`config.mk`:
```
export PLATFORM = sky130hd
export DESIGN_NAME = pes_video_packetizer_core_flat
export DESIGN_NICKNAME = d
export VERILOG_FILES = /design/src/rtl/pvp_pkg.sv /design/src/rtl/pvp_if.sv /design/src/rtl/pes_video_packetizer_core.sv /design/src/rtl/pvp_front.sv /design/src/rtl/pvp_queue.sv /design/src/rtl/pvp_back.sv /design/src/flat_wrapper.sv
export SDC_FILE = /design/constraint.sdc
export NUM_CORES = 1
export LEC_CHECK = 0
export BUFFER_PORTS_ARGS = -buffer_cell sky130_fd_sc_hd__buf_4
export CAP_MARGIN = 30
export CORE_MARGIN = 2
export CORE_UTILIZATION = 45
export CTS_BUF_LIST = sky130_fd_sc_hd__clkbuf_16
export DETAILED_ROUTE_END_ITERATION = 16
export GPL_TIMING_DRIVEN = 0
export PLACE_DENSITY_LB_ADDON = 0.08
export SLEW_MARGIN = 20
export SYNTH_ARGS = -nofsm -noshare
export SYNTH_HDL_FRONTEND = slang
export SYNTH_SLANG_ARGS = --single-unit
```
`constraint.sdc`:
```
create_clock -name clk -period 5.6 [get_ports clk]
set_input_delay 0 -clock clk [delete_from_list [all_inputs] [get_ports clk]]
set_output_delay 0 -clock clk [all_outputs]
set_load 0.02 [all_outputs]
```
`src/rtl/pvp_pkg.sv`:
```
// pvp_pkg: shared types and constants of the PES video packetizer
// no dependencies; used by the interfaces and every rtl module
package pvp_pkg;

  // command codes on the input channel
  localparam logic CMD_BEGIN = 1'b0;
  localparam logic CMD_BYTE  = 1'b1;

  // configuration register indexes
  localparam int unsigned CFG_INDEX_W = 1;
  localparam int unsigned CFG_DATA_W  = 16;
  localparam logic [CFG_INDEX_W-1:0] REG_MAX_PACKET = 1'd0;
  localparam logic [CFG_INDEX_W-1:0] REG_STREAM_ID  = 1'd1;

  // configuration reset values
  localparam logic [15:0] MAX_PACKET_RESET = 16'd2048;
  localparam logic [7:0]  STREAM_ID_RESET  = 8'hE0;

  // field widths
  localparam int unsigned LEN_W  = 24;
  localparam int unsigned PTS_W  = 33;
  localparam int unsigned BYTE_W = 8;
  localparam int unsigned PAY_W  = 16;

  // header bytes
  localparam logic [7:0] FLAGS_BYTE    = 8'h81;
  localparam logic [7:0] PTS_FLAG_BYTE = 8'h80;
  localparam logic [7:0] NO_FLAG_BYTE  = 8'h00;
  localparam logic [7:0] START_ZERO    = 8'h00;
  localparam logic [7:0] START_ONE     = 8'h01;
  localparam logic [3:0] PTS_PREFIX    = 4'h2;
  localparam logic [7:0] PTS_DATA_LEN  = 8'd5;

  // header sizes in bytes (count of bytes ahead of the payload)
  localparam logic [3:0] HDR_LEN_BASE = 4'd9;
  localparam logic [3:0] HDR_LEN_PTS  = 4'd14;
  // bytes counted by the packet length field ahead of the payload
  localparam logic [PAY_W-1:0] LEN_FIELD_BASE = 16'd3;

  // byte positions inside the header
  localparam logic [3:0] POS_START0   = 4'd0;
  localparam logic [3:0] POS_START1   = 4'd1;
  localparam logic [3:0] POS_START2   = 4'd2;
  localparam logic [3:0] POS_STREAM   = 4'd3;
  localparam logic [3:0] POS_LEN_HI   = 4'd4;
  localparam logic [3:0] POS_LEN_LO   = 4'd5;
  localparam logic [3:0] POS_FLAGS1   = 4'd6;
  localparam logic [3:0] POS_FLAGS2   = 4'd7;
  localparam logic [3:0] POS_HDR_LEN  = 4'd8;
  localparam logic [3:0] POS_PTS_TOP  = 4'd9;
  localparam logic [3:0] POS_PTS_MIDH = 4'd10;
  localparam logic [3:0] POS_PTS_MIDL = 4'd11;
  localparam logic [3:0] POS_PTS_LOH  = 4'd12;
  localparam logic [3:0] POS_PTS_LOL  = 4'd13;

  // queue depth default
  localparam int unsigned QUEUE_DEPTH_DEFAULT = 4;

  // one classified payload byte, as handed from front to back
  typedef struct packed {
    logic              hdr;       // byte opens a packet: header goes first
    logic              pts_on;    // header carries a PTS
    logic [PAY_W-1:0]  pay;       // payload bytes in this packet
    logic [PTS_W-1:0]  pts;       // timestamp for the header
    logic [BYTE_W-1:0] data;      // the payload byte
    logic              pkt_last;  // last payload byte of the packet
  } pvp_entry_t;

endpackage

```
`src/rtl/pvp_if.sv`:
```
// pvp_in_if and pvp_out_if: valid/ready channels of the packetizer
// depends on pvp_pkg for field widths
interface pvp_in_if import pvp_pkg::*; ();
  logic              valid;
  logic              ready;
  logic              command;
  logic [LEN_W-1:0]  payload_length;
  logic [PTS_W-1:0]  timestamp;
  logic [BYTE_W-1:0] payload_byte;

  modport source (output valid, command, payload_length, timestamp, payload_byte,
                  input ready);
  modport sink (input valid, command, payload_length, timestamp, payload_byte,
                output ready);
endinterface

interface pvp_out_if import pvp_pkg::*; ();
  logic              valid;
  logic              ready;
  logic [BYTE_W-1:0] out_byte;
  logic              packet_end;
  logic              run_last;

  modport source (output valid, out_byte, packet_end, run_last, input ready);
  modport sink (input valid, out_byte, packet_end, run_last, output ready);
endinterface

```
`src/rtl/pes_video_packetizer_core.sv`:
```
// pes_video_packetizer_core: top level of the PES video packetizer
// depends on pvp_pkg, pvp_if, pvp_front, pvp_queue, pvp_back
//
//   channel  dir  transfer rule           payload
//   in_ch    in   valid && ready          command, payload_length, timestamp,
//                                         payload_byte
//   out_ch   out  valid && ready          out_byte, packet_end, run_last
//   cfg      in   cfg_we high at the edge cfg_index, cfg_data
//
// Payload bytes inside a packet pass at one per cycle while the output is
// not stalled, through the queue write and then the output register. The first
// byte of each packet follows a header of 9 bytes, or 14 with a PTS, since the
// back end emits one header byte per cycle while the output is not stalled; the
// queue of QUEUE_DEPTH entries keeps taking input meanwhile and ready falls once
// it is full. Begin items and dropped bytes take no queue entry, but they also
// wait while the queue is full. Reset sets max_packet_bytes to 2048, stream_id to
// 0xE0 and clears all counters; no clearing pass is needed.
module pes_video_packetizer_core import pvp_pkg::*; #(
  parameter int unsigned QUEUE_DEPTH = QUEUE_DEPTH_DEFAULT
) (
  input  logic                   clk,
  input  logic                   rst,
  input  logic                   cfg_we,
  input  logic [CFG_INDEX_W-1:0] cfg_index,
  input  logic [CFG_DATA_W-1:0]  cfg_data,
  pvp_in_if.sink                 in_ch,
  pvp_out_if.source              out_ch
);

  logic [15:0] max_packet_bytes;
  logic [7:0]  stream_id;

  logic        push_valid;
  logic        push_ready;
  pvp_entry_t  push_entry;
  logic        pop_valid;
  logic        pop_ready;
  pvp_entry_t  pop_entry;

  // configuration registers
  always_ff @(posedge clk) begin
    if (rst) begin
      max_packet_bytes <= MAX_PACKET_RESET;
      stream_id        <= STREAM_ID_RESET;
    end else if (cfg_we) begin
      case (cfg_index)
        REG_MAX_PACKET: max_packet_bytes <= cfg_data;
        REG_STREAM_ID:  stream_id        <= cfg_data[7:0];
        default: ;
      endcase
    end
  end

  pvp_front u_front (
    .clk              (clk),
    .rst              (rst),
    .in_ch            (in_ch),
    .max_packet_bytes (max_packet_bytes),
    .push_valid       (push_valid),
    .push_ready       (push_ready),
    .push_entry       (push_entry)
  );

  pvp_queue #(
    .DEPTH (QUEUE_DEPTH)
  ) u_queue (
    .clk        (clk),
    .rst        (rst),
    .push_valid (push_valid),
    .push_ready (push_ready),
    .push_entry (push_entry),
    .pop_valid  (pop_valid),
    .pop_ready  (pop_ready),
    .pop_entry  (pop_entry)
  );

  pvp_back u_back (
    .clk       (clk),
    .rst       (rst),
    .stream_id (stream_id),
    .pop_valid (pop_valid),
    .pop_ready (pop_ready),
    .pop_entry (pop_entry),
    .out_ch    (out_ch)
  );

endmodule

```
`src/rtl/pvp_front.sv`:
```
// pvp_front: accepts input items, keeps payload and chunk counters,
// classifies each payload byte into a queue entry; depends on pvp_pkg
module pvp_front import pvp_pkg::*; (
  input  logic        clk,
  input  logic        rst,
  pvp_in_if.sink      in_ch,
  input  logic [15:0] max_packet_bytes,
  output logic        push_valid,
  input  logic        push_ready,
  output pvp_entry_t  push_entry
);

  logic [LEN_W-1:0] bytes_remaining;
  logic [PAY_W-1:0] chunk_remaining;
  logic [PTS_W-1:0] pts_value;
  logic             pts_present;

  logic             accept;
  logic             is_begin;
  logic             new_chunk;
  logic [PAY_W-1:0] hdr_total;
  logic [PAY_W-1:0] cap;
  logic [PAY_W-1:0] pay;
  logic [PAY_W-1:0] chunk_left;

  assign in_ch.ready = push_ready;
  assign accept      = in_ch.valid && in_ch.ready;
  assign is_begin    = (in_ch.command == CMD_BEGIN);

  // room for payload in a fresh packet, at least one byte
  always_comb begin
    hdr_total = pts_present ? PAY_W'(HDR_LEN_PTS) : PAY_W'(HDR_LEN_BASE);
    if (max_packet_bytes >= hdr_total + PAY_W'(1)) begin
      cap = max_packet_bytes - hdr_total;
    end else begin
      cap = PAY_W'(1);
    end
    if (bytes_remaining < {{(LEN_W-PAY_W){1'b0}}, cap}) begin
      pay = bytes_remaining[PAY_W-1:0];
    end else begin
      pay = cap;
    end
  end

  // classify a payload byte
  assign new_chunk  = (chunk_remaining == '0);
  assign chunk_left = (new_chunk ? pay : chunk_remaining) - PAY_W'(1);
  assign push_valid = in_ch.valid && !is_begin && (bytes_remaining != '0);

  always_comb begin
    push_entry.hdr      = new_chunk;
    push_entry.pts_on   = pts_present;
    push_entry.pay      = pay;
    push_entry.pts      = pts_value;
    push_entry.data     = in_ch.payload_byte;
    push_entry.pkt_last = (chunk_left == '0);
  end

  // payload state
  always_ff @(posedge clk) begin
    if (rst) begin
      bytes_remaining <= '0;
      chunk_remaining <= '0;
      pts_value       <= '0;
      pts_present     <= 1'b0;
    end else if (accept) begin
      if (is_begin) begin
        bytes_remaining <= in_ch.payload_length;
        pts_value       <= in_ch.timestamp;
        pts_present     <= (in_ch.timestamp != '0);
        chunk_remaining <= '0;
      end else if (bytes_remaining != '0) begin
        bytes_remaining <= bytes_remaining - LEN_W'(1);
        chunk_remaining <= chunk_left;
      end
    end
  end

  // a packet never holds more payload than is still expected
  a_chunk_within_payload: assert property (@(posedge clk) disable iff (rst)
    {{(LEN_W-PAY_W){1'b0}}, chunk_remaining} <= bytes_remaining)
    else $error("chunk counter exceeds remaining payload");

endmodule

```
`src/rtl/pvp_queue.sv`:
```
// pvp_queue: short queue of classified bytes between front and back
// depends on pvp_pkg for the entry type
module pvp_queue import pvp_pkg::*; #(
  parameter int unsigned DEPTH = QUEUE_DEPTH_DEFAULT
) (
  input  logic       clk,
  input  logic       rst,
  input  logic       push_valid,
  output logic       push_ready,
  input  pvp_entry_t push_entry,
  output logic       pop_valid,
  input  logic       pop_ready,
  output pvp_entry_t pop_entry
);

  localparam int unsigned PTR_W = (DEPTH > 1) ? $clog2(DEPTH) : 1;
  localparam int unsigned CNT_W = $clog2(DEPTH + 1);

  pvp_entry_t       mem [DEPTH];
  logic [PTR_W-1:0] wr_ptr;
  logic [PTR_W-1:0] rd_ptr;
  logic [CNT_W-1:0] count;
  logic             push;
  logic             pop;

  assign push_ready = (count != CNT_W'(DEPTH));
  assign pop_valid  = (count != '0);
  assign push       = push_valid && push_ready;
  assign pop        = pop_valid && pop_ready;
  assign pop_entry  = mem[rd_ptr];

  // storage
  always_ff @(posedge clk) begin
    if (push) begin
      mem[wr_ptr] <= push_entry;
    end
  end

  // pointers and fill count
  always_ff @(posedge clk) begin
    if (rst) begin
      wr_ptr <= '0;
      rd_ptr <= '0;
      count  <= '0;
    end else begin
      if (push) begin
        wr_ptr <= (wr_ptr == PTR_W'(DEPTH - 1)) ? '0 : wr_ptr + PTR_W'(1);
      end
      if (pop) begin
        rd_ptr <= (rd_ptr == PTR_W'(DEPTH - 1)) ? '0 : rd_ptr + PTR_W'(1);
      end
      if (push && !pop) begin
        count <= count + CNT_W'(1);
      end else if (pop && !push) begin
        count <= count - CNT_W'(1);
      end
    end
  end

  // fill count rises by one on a push without a pop
  a_count_tracks: assert property (@(posedge clk) disable iff (rst)
    (push && !pop) |=> (count == $past(count) + CNT_W'(1)))
    else $error("queue count lost a push");

endmodule

```
`src/rtl/pvp_back.sv`:
```
// pvp_back: serializes the header (with PTS when set) of a packet-opening entry
// and the payload byte of every queue entry into the output register; depends on pvp_pkg
module pvp_back import pvp_pkg::*; (
  input  logic       clk,
  input  logic       rst,
  input  logic [7:0] stream_id,
  input  logic       pop_valid,
  output logic       pop_ready,
  input  pvp_entry_t pop_entry,
  pvp_out_if.source  out_ch
);

  logic [3:0]        step;
  logic              out_valid;
  logic [BYTE_W-1:0] out_byte;
  logic              out_end;
  logic              out_last;

  logic              emit;
  logic              is_payload;
  logic [3:0]        hdr_len;
  logic [PAY_W-1:0]  total;
  logic [15:0]       pts_mid;
  logic [15:0]       pts_lo;
  logic [BYTE_W-1:0] hdr_byte;

  assign hdr_len    = pop_entry.pts_on ? HDR_LEN_PTS : HDR_LEN_BASE;
  assign is_payload = !pop_entry.hdr || (step == hdr_len);
  assign emit       = pop_valid && (!out_valid || out_ch.ready);
  assign pop_ready  = emit && is_payload;

  // packet length field and PTS words
  assign total   = pop_entry.pay + LEN_FIELD_BASE
                 + (pop_entry.pts_on ? PAY_W'(PTS_DATA_LEN) : PAY_W'(0));
  assign pts_mid = {pop_entry.pts[29:15], 1'b1};
  assign pts_lo  = {pop_entry.pts[14:0], 1'b1};

  // header byte select
  always_comb begin
    unique case (step)
      POS_START0:   hdr_byte = START_ZERO;
      POS_START1:   hdr_byte = START_ZERO;
      POS_START2:   hdr_byte = START_ONE;
      POS_STREAM:   hdr_byte = stream_id;
      POS_LEN_HI:   hdr_byte = total[15:8];
      POS_LEN_LO:   hdr_byte = total[7:0];
      POS_FLAGS1:   hdr_byte = FLAGS_BYTE;
      POS_FLAGS2:   hdr_byte = pop_entry.pts_on ? PTS_FLAG_BYTE : NO_FLAG_BYTE;
      POS_HDR_LEN:  hdr_byte = pop_entry.pts_on ? PTS_DATA_LEN : 8'd0;
      POS_PTS_TOP:  hdr_byte = {PTS_PREFIX, pop_entry.pts[32:30], 1'b1};
      POS_PTS_MIDH: hdr_byte = pts_mid[15:8];
      POS_PTS_MIDL: hdr_byte = pts_mid[7:0];
      POS_PTS_LOH:  hdr_byte = pts_lo[15:8];
      POS_PTS_LOL:  hdr_byte = pts_lo[7:0];
      default:      hdr_byte = 8'd0;
    endcase
  end

  // step counter through the header of the head entry
  always_ff @(posedge clk) begin
    if (rst) begin
      step <= '0;
    end else if (emit) begin
      step <= is_payload ? 4'd0 : step + 4'd1;
    end
  end

  // output register
  always_ff @(posedge clk) begin
    if (rst) begin
      out_valid <= 1'b0;
    end else if (emit) begin
      out_valid <= 1'b1;
    end else if (out_ch.ready) begin
      out_valid <= 1'b0;
    end
  end

  always_ff @(posedge clk) begin
    if (emit) begin
      out_byte <= is_payload ? pop_entry.data : hdr_byte;
      out_end  <= is_payload && pop_entry.pkt_last;
      out_last <= is_payload;
    end
  end

  assign out_ch.valid      = out_valid;
  assign out_ch.out_byte   = out_byte;
  assign out_ch.packet_end = out_end;
  assign out_ch.run_last   = out_last;

  // header steps stay inside the head entry's header
  a_step_in_header: assert property (@(posedge clk) disable iff (rst)
    pop_valid |-> (step <= hdr_len) && (pop_entry.hdr || step == 4'd0))
    else $error("header step out of range");

  // a packet only ends on a payload byte
  a_end_on_payload: assert property (@(posedge clk) disable iff (rst)
    (out_valid && out_end) |-> out_last)
    else $error("packet end on a header byte");

endmodule
```
`src/flat_wrapper.sv`:
```
// flat-port wrapper written by rule: the top's interface ports become plain ports
module pes_video_packetizer_core_flat import pvp_pkg::*;
#(
  parameter int unsigned QUEUE_DEPTH = QUEUE_DEPTH_DEFAULT
)
  (clk, rst, cfg_we, cfg_index, cfg_data, in_ch_valid, in_ch_command, in_ch_payload_length, in_ch_timestamp, in_ch_payload_byte, in_ch_ready, out_ch_valid, out_ch_out_byte, out_ch_packet_end, out_ch_run_last, out_ch_ready);
  pvp_in_if in_ch_i ();
  pvp_out_if out_ch_i ();
  input  logic clk;
  input  logic rst;
  input  logic cfg_we;
  input  logic [CFG_INDEX_W-1:0] cfg_index;
  input  logic [CFG_DATA_W-1:0] cfg_data;
  input wire logic [$bits(in_ch_i.valid)-1:0] in_ch_valid;
  input wire logic [$bits(in_ch_i.command)-1:0] in_ch_command;
  input wire logic [$bits(in_ch_i.payload_length)-1:0] in_ch_payload_length;
  input wire logic [$bits(in_ch_i.timestamp)-1:0] in_ch_timestamp;
  input wire logic [$bits(in_ch_i.payload_byte)-1:0] in_ch_payload_byte;
  output wire logic [$bits(in_ch_i.ready)-1:0] in_ch_ready;
  output wire logic [$bits(out_ch_i.valid)-1:0] out_ch_valid;
  output wire logic [$bits(out_ch_i.out_byte)-1:0] out_ch_out_byte;
  output wire logic [$bits(out_ch_i.packet_end)-1:0] out_ch_packet_end;
  output wire logic [$bits(out_ch_i.run_last)-1:0] out_ch_run_last;
  input wire logic [$bits(out_ch_i.ready)-1:0] out_ch_ready;
  assign in_ch_i.valid = in_ch_valid;
  assign in_ch_i.command = in_ch_command;
  assign in_ch_i.payload_length = in_ch_payload_length;
  assign in_ch_i.timestamp = in_ch_timestamp;
  assign in_ch_i.payload_byte = in_ch_payload_byte;
  assign in_ch_ready = in_ch_i.ready;
  assign out_ch_valid = out_ch_i.valid;
  assign out_ch_out_byte = out_ch_i.out_byte;
  assign out_ch_packet_end = out_ch_i.packet_end;
  assign out_ch_run_last = out_ch_i.run_last;
  assign out_ch_i.ready = out_ch_ready;
  pes_video_packetizer_core #(.QUEUE_DEPTH(QUEUE_DEPTH)) u_core (.clk(clk), .rst(rst), .cfg_we(cfg_we), .cfg_index(cfg_index), .cfg_data(cfg_data), .in_ch(in_ch_i), .out_ch(out_ch_i));
endmodule
```
==> implementation parameters, run 1 <==
Parameter                              Value

Route
  Routed wirelength normalized by instance count    around 21 microns
  Initial DRC count    just under 900
  Total length of routed wires    44970 microns
  Average via count per standard cell    5.633
  DRC Markers    0
  Vias    12.02k
  Remaining number of nets flagged by the antenna check after routing    0
  Router iterations before antenna repair    5

GRT
  Vias in the first global route    11.63k
  GRT Overall Usage    0.2339
  Number of antenna violations at the first check in global routing    0
  Largest net degree at the start of global routing    40
  Global-route layer with the greatest usage    met2
  Wire length of the first global-routing pass    68110 microns
  Global routing met2 resource utilization    0.3652
  Met3 capacity usage during global routing    0.03885
  GR Util met1    0.3360
  Remaining global-route overflow    0

Floorplan
  IO Count    100
  Rows    70
  Height of the die    approximately 200 microns
  Die Wd    195.9 microns
  Total die area    0.03836 sq mm
  Effective utilization at floorplan    0.4546
  Core box area    0.03643 sq mm

Timing
  Aggregate negative setup slack    0 ns
  Worst slew margin relative to its limit    0.3778
  Slew @ Worst Pin    0.9299 ns
  Max Slew Vio Count    0
  RSZ-0062 raised after global routing    true
  Achievable Freq    181.8 MHz
  Clk_skew    0.02330 ns
  Final period demand of the worst path    5.500 ns
  Hold Violations, Final    0
  Final setup slack of the worst path    0.1003 ns
  Final Setup Violations    0
  Part of the cycle the worst path needs    0.9821

Yosys
  Yosys warning total    0
  Number of synthesized flops with an enable pin    250
  Largest area contributor in the synthesized netlist    sky130_fd_sc_hd__edfxtp_1
  Syn Inst Count    roughly 1.4k
  Top-area cell type share of the netlist area    0.4532
  Synth Flop Type    sky130_fd_sc_hd__edfxtp_1
  Seq cells post-synth    ~360
  Average instance area after synthesis    12.18 sq um
  Sequential element share of the synthesized area    0.5886
  Cell with the most instances after synthesis    sky130_fd_sc_hd__edfxtp_1
  Netlist Area Pre-Place    0.01656 sq mm
  Most frequent cells after synthesis    250 x sky130_fd_sc_hd__edfxtp_1, 196 x sky130_fd_sc_hd__nand2_1, 127 x sky130_fd_sc_hd__a21oi_1
  Async set-reset flop share out of synthesis    0
  Count of cell types in the netlist    89
  Synth Net Count    approximately 1.5k
  Cells taking the most area after synthesis    sky130_fd_sc_hd__edfxtp_1 45%, sky130_fd_sc_hd__dfxtp_1 14%, sky130_fd_sc_hd__mux4_2 8.0%

Run status
  Result of the run    finished clean

Power and ir drop
  Static leakage power    between 7 and 8 nW
  Post-layout power    10.16 mW
  Power density over the cells    488.3 mW/mm^2
  Sw Ratio    0.3620
  Switching power    3.678 mW
  Peak VDD IR    0.3193 mV
  Clock share of power    0.241
  Power share of the combinational group    0.425
  Register share of total power    0.334
  Design internal power    6.482 mW

Clock tree
  Maximum level of the CTS H-tree    2
  Library cell used as clock root buffer    sky130_fd_sc_hd__clkbuf_16
  Number of clock sinks    362
  Clock transition at the registers of the reported paths    0.06 ns
  Clock tree from TritonCTS    done
  Largest buffer count on any clock path    3
  Clock network latency to the later pin of the worst-skew pair    between 0.5 and 0.6 ns
  Num CTS Buffers    38

Placed design
  Total of buffers placed on input and output ports    98
  Place WS    -1.736 ns
  Detailed placement HPWL    between 30000 and 40000 microns
  RD Place Congestion    0.8891

Critical path
  Critical Path AT    ~5.9 ns
  Kind of end point of the critical path    register
  Worst path max stage delay    approximately 0.55 ns
  Worst-path maximum fanout    6
  Worst setup SP type    register
  Critical Path Slowest Stage Cell    sky130_fd_sc_hd__or4b_4
  Worst endpoint required time    around 6.0 ns
  Worst Setup Path Type    reg2reg

Layout
  Net count reported at finish    1761
  Antenna cell count    0
  Filler Cells Inserted    3044
  Synth-to-Final Area Change    25.62%
  Proportion of layout cells with a drive suffix above 1    0.2144

Run
  Max-cap violations    0

Worst hold path
  Worst hold-check path type    in2reg
worst paths after layout:
path                               from                                 to  slack (ns)  depth (start not counted)
max          u_core.u_front.pts_present           u_core.u_queue.mem[2][0]        0.10                         26
min                                 rst  u_core.u_front.bytes_remaining[7]        0.06                          2
max reg2reg  u_core.u_front.pts_present           u_core.u_queue.mem[2][0]        0.10                         26
min reg2reg  u_core.max_packet_bytes[0]         u_core.max_packet_bytes[0]        0.46                          2
state kept, by name (all words and copies together) (netlist names), 3 cells and up, named ones only:
register	cells
u_core.u_queue.count	3
u_core.u_front.bytes_remaining	24
u_core.stream_id	8
u_core.u_front.chunk_remaining	16
u_core.max_packet_bytes	16
u_core.u_queue.mem	240
u_core.u_back.out_ch.out_byte	8
u_core.u_back.step	4
u_core.u_front.pts_value	33
worst max-delay path: cells and delay by family, from the launching register on:
kind	cells	cell delay, ns
compound gates	6	1.25
xor+xnor	1	0.14
buf+inv	6	0.73
mux	1	0.40
simple gates	9	1.88
fa+ha+maj	3	0.56
flops	1	0.37
metrics by stage:
step	hold slack, ns	util	area, sq um	cells
after floorplan	0.09887	-	16560	1360
after global placement	0.2048	0.4909	17880	1926
after detailed placement	0.2071	0.4948	18030	1932
after CTS	0.08323	0.5625	20490	2116
after global routing	0.09838	0.5711	20810	2133
final	0.06337	0.5711	20810	2133
cell families after synthesis:
group	Yosys count	synth area share
compound gates	294	0.1166
xor+xnor	36	0.01904
fa+ha+maj	37	0.02886
buf+inv	115	0.02833
flops	362	0.5886
mux	72	0.08831
simple gates	444	0.1303
metal layers:
layer | vias up | part of all wire
met5 | - | 0
met4 | 0 | 0.030
met3 | 77 | 0.058
met2 | 371 | 0.45
met1 | 5875 | 0.46
li1 | 5692 | -
power by group through the flow:
stage | Sequential (mW) | Combinational, mW | Clock, mW
6_report | 3.39 | 4.32 | 2.45
5_1_grt | 3.42 | 4.67 | 2.61
4_1_cts | 3.39 | 4.03 | 2.50
3_5_place_dp | 3.44 | 3.65 | 0
3_3_place_gp | 3.44 | 3.60 | 0
2_1_floorplan | 3.44 | 2.61 | 0
placed cells by master (no fill, tap or decap), types with 6 or more instances in the layout:
master	n
sky130_fd_sc_hd__nand3b_1	7
sky130_fd_sc_hd__clkbuf_1	53
sky130_fd_sc_hd__buf_1	6
sky130_fd_sc_hd__edfxtp_1	250
sky130_fd_sc_hd__buf_4	133
sky130_fd_sc_hd__clkbuf_16	38
sky130_fd_sc_hd__nor2b_1	11
sky130_fd_sc_hd__dlygate4sd3_1	92
sky130_fd_sc_hd__ha_1	29
sky130_fd_sc_hd__mux4_2	59
sky130_fd_sc_hd__nand4_1	10
sky130_fd_sc_hd__xor2_1	11
sky130_fd_sc_hd__a211oi_1	14
sky130_fd_sc_hd__o2bb2ai_1	10
sky130_fd_sc_hd__o21ai_0	39
sky130_fd_sc_hd__dfxtp_1	109
sky130_fd_sc_hd__mux2i_1	8
sky130_fd_sc_hd__clkinv_2	9
sky130_fd_sc_hd__ha_4	6
sky130_fd_sc_hd__nand2_1	194
sky130_fd_sc_hd__nand2b_1	6
sky130_fd_sc_hd__buf_6	8
sky130_fd_sc_hd__a221oi_1	9
sky130_fd_sc_hd__a22oi_1	22
sky130_fd_sc_hd__inv_1	38
sky130_fd_sc_hd__nand3_1	25
sky130_fd_sc_hd__nor3_1	25
sky130_fd_sc_hd__nor2_1	87
sky130_fd_sc_hd__a21oi_1	123
sky130_fd_sc_hd__or3_1	9
sky130_fd_sc_hd__a32oi_1	7
sky130_fd_sc_hd__xnor2_1	23
sky130_fd_sc_hd__nor4_1	14
sky130_fd_sc_hd__clkinv_1	9
sky130_fd_sc_hd__buf_2	9
area by class of cell:
cell class / count / area [sq um] / share of cell area
Timing Repair Buffer: 236 / 2123 / 0.1020
Sequential cell: 362 / 9756 / 0.4689
Inverter: 40 / 157.7 / 0.007577
Clock inverter: 31 / 266.5 / 0.01281
Clock buffer: 38 / 950.9 / 0.04570
Buffer: 75 / 332.8 / 0.01600
Tap cell: 468 / 585.6 / 0.02814
Multi-Input combinational cell: 883 / 6635 / 0.3189
timing repair:
action	4_1_cts	5_1_grt
endpoints found under the setup margin	14	7
hold buffers	92	0
pin swaps	15	26
setup buffers	23	14
hold endpoints to repair	116	0
resized for setup	36	34
Note: power is estimated with default switching activity, not from simulation.
==> run 2: changes to the inputs <==
Settings changed: CORE_ASPECT_RATIO set to 0.9.
==> implementation parameters, run 2 (same netlist as run 1, synthesis figures left out) <==
Parameter                              Value

Floorplan
  Rows    66 (-5.7%)
  Total die area    0.03836 sq mm (about the same)
  Effective utilization at floorplan    0.4579 (+0.003334)
  Height of the die    186.0 microns (-5.0%)
  Core box area    0.03617 sq mm (-0.73%)
  Die Wd    206.2 microns (+5.3%)
  IO Count    100 (unchanged)

Layout
  Net count reported at finish    1772 (+0.62%)
  Largest registers in the final layout    u_core.u_queue.mem (240), u_core.u_front.pts_value (33), u_core.u_front.bytes_remaining (24)
  Most frequent standard cell in the layout excluding fill and tap cells    sky130_fd_sc_hd__edfxtp_1
  Leading cell types in the layout, fill and taps excluded    250 x sky130_fd_sc_hd__edfxtp_1, 194 x sky130_fd_sc_hd__nand2_1, 139 x sky130_fd_sc_hd__buf_4, 124 x sky130_fd_sc_hd__a21oi_1, 109 x sky130_fd_sc_hd__dfxtp_1
  Proportion of layout cells with a drive suffix above 1    0.2147 (+0.0002546)
  Flip-flop count of the largest register, all copies and words added    240 (unchanged)
  Antenna cell count    0 (unchanged)
  Final Instance Count excl. Fillers    2153 (+0.94%)
  Synth-to-Final Area Change    25.72% (about the same)
  Register with the most flip-flops    u_core.u_queue.mem

Power and ir drop
  Design internal power    6.537 mW (+0.85%)
  Sw Ratio    0.3622 (about the same)
  Power density over the cells    492.2 mW/mm^2 (+0.80%)
  Static leakage power    7.362 nW (+0.41%)
  Switching power    3.712 mW (+0.93%)
  Clock share of power    0.237 (-0.004)
  Peak VDD IR    0.3641 mV (+14%)
  Power share of the combinational group    0.431 (+0.006)
  Register share of total power    0.331 (-0.003)

GRT
  GRT Overall Usage    0.2511 (+0.01724)
  Vias in the first global route    12.17k (+4.7%)
  Number of antenna violations at the first check in global routing    0 (unchanged)
  Wire length of the first global-routing pass    71900 microns (+5.6%)
  Largest net degree at the start of global routing    38 (-5.0%)
  Remaining global-route overflow    0 (unchanged)

Critical path
  Critical Path AT    6.00 ns (+0.11 ns)
  Reg2Reg Setup Slack    -0.01 ns (-0.11 ns)
  CP Buf/Inv Count    6 (unchanged)
  Worst flop-to-flop path endpoint    u_core.u_queue.mem[3][0]
  Cell family with the largest share of critical-path delay    simple AND/OR/NAND/NOR gates
  Worst path most repeated cell    sky130_fd_sc_hd__nand4_1
  Worst setup SP type    register
  Worst Setup Path Type    reg2reg
  Kind of end point of the critical path    register
  Critical Path Start    u_core.u_front.pts_present
  Critical Path Slowest Stage Cell    sky130_fd_sc_hd__or4b_4
  Origin of the critical flop-to-flop path    u_core.u_front.pts_present
  Total number of cells along the worst setup path    29 (+12%)
  Worst path max stage delay    0.55 ns (about the same)
  Worst endpoint required time    5.99 ns (about the same)
  Endpoint of the most critical setup path    u_core.u_queue.mem[3][0]
  Worst-path maximum fanout    4 (-2)
  FF-to-FF path depth    29 (+12%)

Route
  Detailed-routing wirelength on met1    20500 microns (-0.88%)
  Length of routed met2 wiring    22970 microns (+13%)
  Remaining number of nets flagged by the antenna check after routing    0 (unchanged)
  Met3 wire len    2770 microns (+6.3%)
  Routed wirelength normalized by instance count    22.17 microns (+5.1%)
  Vias    12.35k (+2.8%)
  Initial DRC count    950 (+9.8%)
  Uppermost layer routed    met4
  Router iterations before antenna repair    5 (unchanged)
  DRC Markers    0 (unchanged)
  Average via count per standard cell    5.735 (+1.8%)
  Total length of routed wires    47730 microns (+6.1%)

Timing
  Final Setup Violations    4 (+4)
  Clk_skew    0.02101 ns (-0.002292 ns)
  RSZ-0062 raised after global routing    true
  Max Slew Vio Count    0 (unchanged)
  Hold Slack    0.03616 ns (-0.02721 ns)
  Final setup slack of the worst path    -0.01032 ns (-0.1106 ns)
  Achievable Freq    178.2 MHz (-2.0%)
  Slew @ Worst Pin    0.9996 ns (+0.06965 ns)
  Hold Violations, Final    0 (unchanged)
  Part of the cycle the worst path needs    1.002 (+0.01975)
  Final period demand of the worst path    5.610 ns (+0.1106 ns)
  Worst slew margin relative to its limit    0.3336 (-0.04414)

Clock tree
  Clock tree from TritonCTS    done
  Library cell used as clock root buffer    sky130_fd_sc_hd__clkbuf_16
  Maximum level of the CTS H-tree    2 (unchanged)
  Num CTS Buffers    39 (+2.6%)
  Largest buffer count on any clock path    3 (unchanged)
  Clock network latency to the later pin of the worst-skew pair    0.54 ns (about the same)
  Clock transition at the registers of the reported paths    0.06 ns (about the same)
  Number of clock sinks    362 (unchanged)

Run status
  Violations in the final reports    setup timing
  Result of the run    complete, but fails checks

Placed design
  Total of buffers placed on input and output ports    98 (unchanged)
  Detailed placement HPWL    32440 microns (+3.3%)
  RD Place Congestion    0.8805 (-0.97%)
  Instance count after placement with tap cells included    1941 (+0.47%)

Worst hold path
  Worst hold-check path type    in2reg

Run
  Max-cap violations    0 (unchanged)
run 2: cell count changes in the layout (fill, tap and decap cells not counted), moves of 3 or more:
cell                            delta
sky130_fd_sc_hd__inv_1             +4
sky130_fd_sc_hd__buf_16            -3
sky130_fd_sc_hd__ha_1              +3
sky130_fd_sc_hd__buf_6             +3
sky130_fd_sc_hd__buf_4             +6
sky130_fd_sc_hd__ha_4              -4
sky130_fd_sc_hd__dlygate4sd3_1     +3
run 2: cell type report:
| cell class | instances | area [sq um] |
|---|---|---|
| Multi-Input combinational cell | 883 | 6601 |
| Sequential cell | 362 | 9756 |
| Fill cell | 3023 | 15350 |
| Buffer | 75 | 334.1 |
| Clock inverter | 31 | 201.4 |
| Clock buffer | 40 | 1001 |
| Tap cell | 476 | 595.6 |
| Inverter | 40 | 155.1 |
| Timing Repair Buffer | 246 | 2180 |
run 2: worst min-delay path, delay by kind of cell:
family | cells | cell delay [ns]
simple gates | 2 | 0.17
buf+inv | 2 | 0.30
compound gates | 1 | 0.06
run 2: what timing repair did:
| item | CTS | global route |
|---|---|---|
| setup endpoints to repair | 18 | 15 |
| pin swaps | 16 | 21 |
| hold buffers | 95 | 0 |
| gates cloned | 0 | 0 |
| endpoints found under the hold margin | 115 | 0 |
| resized for setup | 36 | 36 |
| setup buffers | 29 | 16 |
run 2: worst min path at each step:
stage	from	end	slack, ns	depth (start not counted)
after floorplan	in_ch_payload_byte[0]	u_core.u_queue.mem[0][1]	0.1	0
after global placement	in_ch_payload_byte[0]	u_core.u_queue.mem[1][1]	0.20	1
after detailed placement	in_ch_payload_byte[0]	u_core.u_queue.mem[1][1]	0.20	1
after CTS	in_ch_command	u_core.u_front.pts_value[0]	0.02	4
after global routing	in_ch_command	u_core.u_front.pts_value[0]	0.04	5
final	in_ch_command	u_core.u_front.pts_value[0]	0.04	5
run 2: routing by layer:
| metal | up-vias | global-route usage |
|---|---|---|
| li1 | 5702 | - |
| met1 | 6160 | 0.3334 |
| met2 | 405 | 0.4205 |
| met3 | 80 | 0.04237 |
| met4 | 0 | 0.08114 |
| met5 | - | 0 |
run 2: power groups by stage:
stage / Sequential, mW / Clock (mW) / Combinational [mW]
2_1_floorplan: 3.44 / 0 / 2.61
4_1_cts: 3.39 / 2.48 / 4.11
3_5_place_dp: 3.45 / 0 / 3.65
5_1_grt: 3.42 / 2.59 / 4.78
3_3_place_gp: 3.45 / 0 / 3.60
6_report: 3.39 / 2.43 / 4.42
run 2: stage by stage:
step | utilization | TNS, ns | worst slack [ns] | power (mW) | area, sq um
6_report | 0.5757 | -0.04077 | -0.01032 | 10.25 | 20820
4_1_cts | 0.5681 | 0 | 0.001294 | 9.982 | 20550
3_5_place_dp | 0.4987 | -13.28 | -1.687 | 7.099 | 18040
2_1_floorplan | - | 0 | 0.03800 | 6.055 | 16560
5_1_grt | 0.5757 | -1.135 | -0.2323 | 10.79 | 20820
3_3_place_gp | 0.4947 | -12.91 | -1.618 | 7.048 | 17890
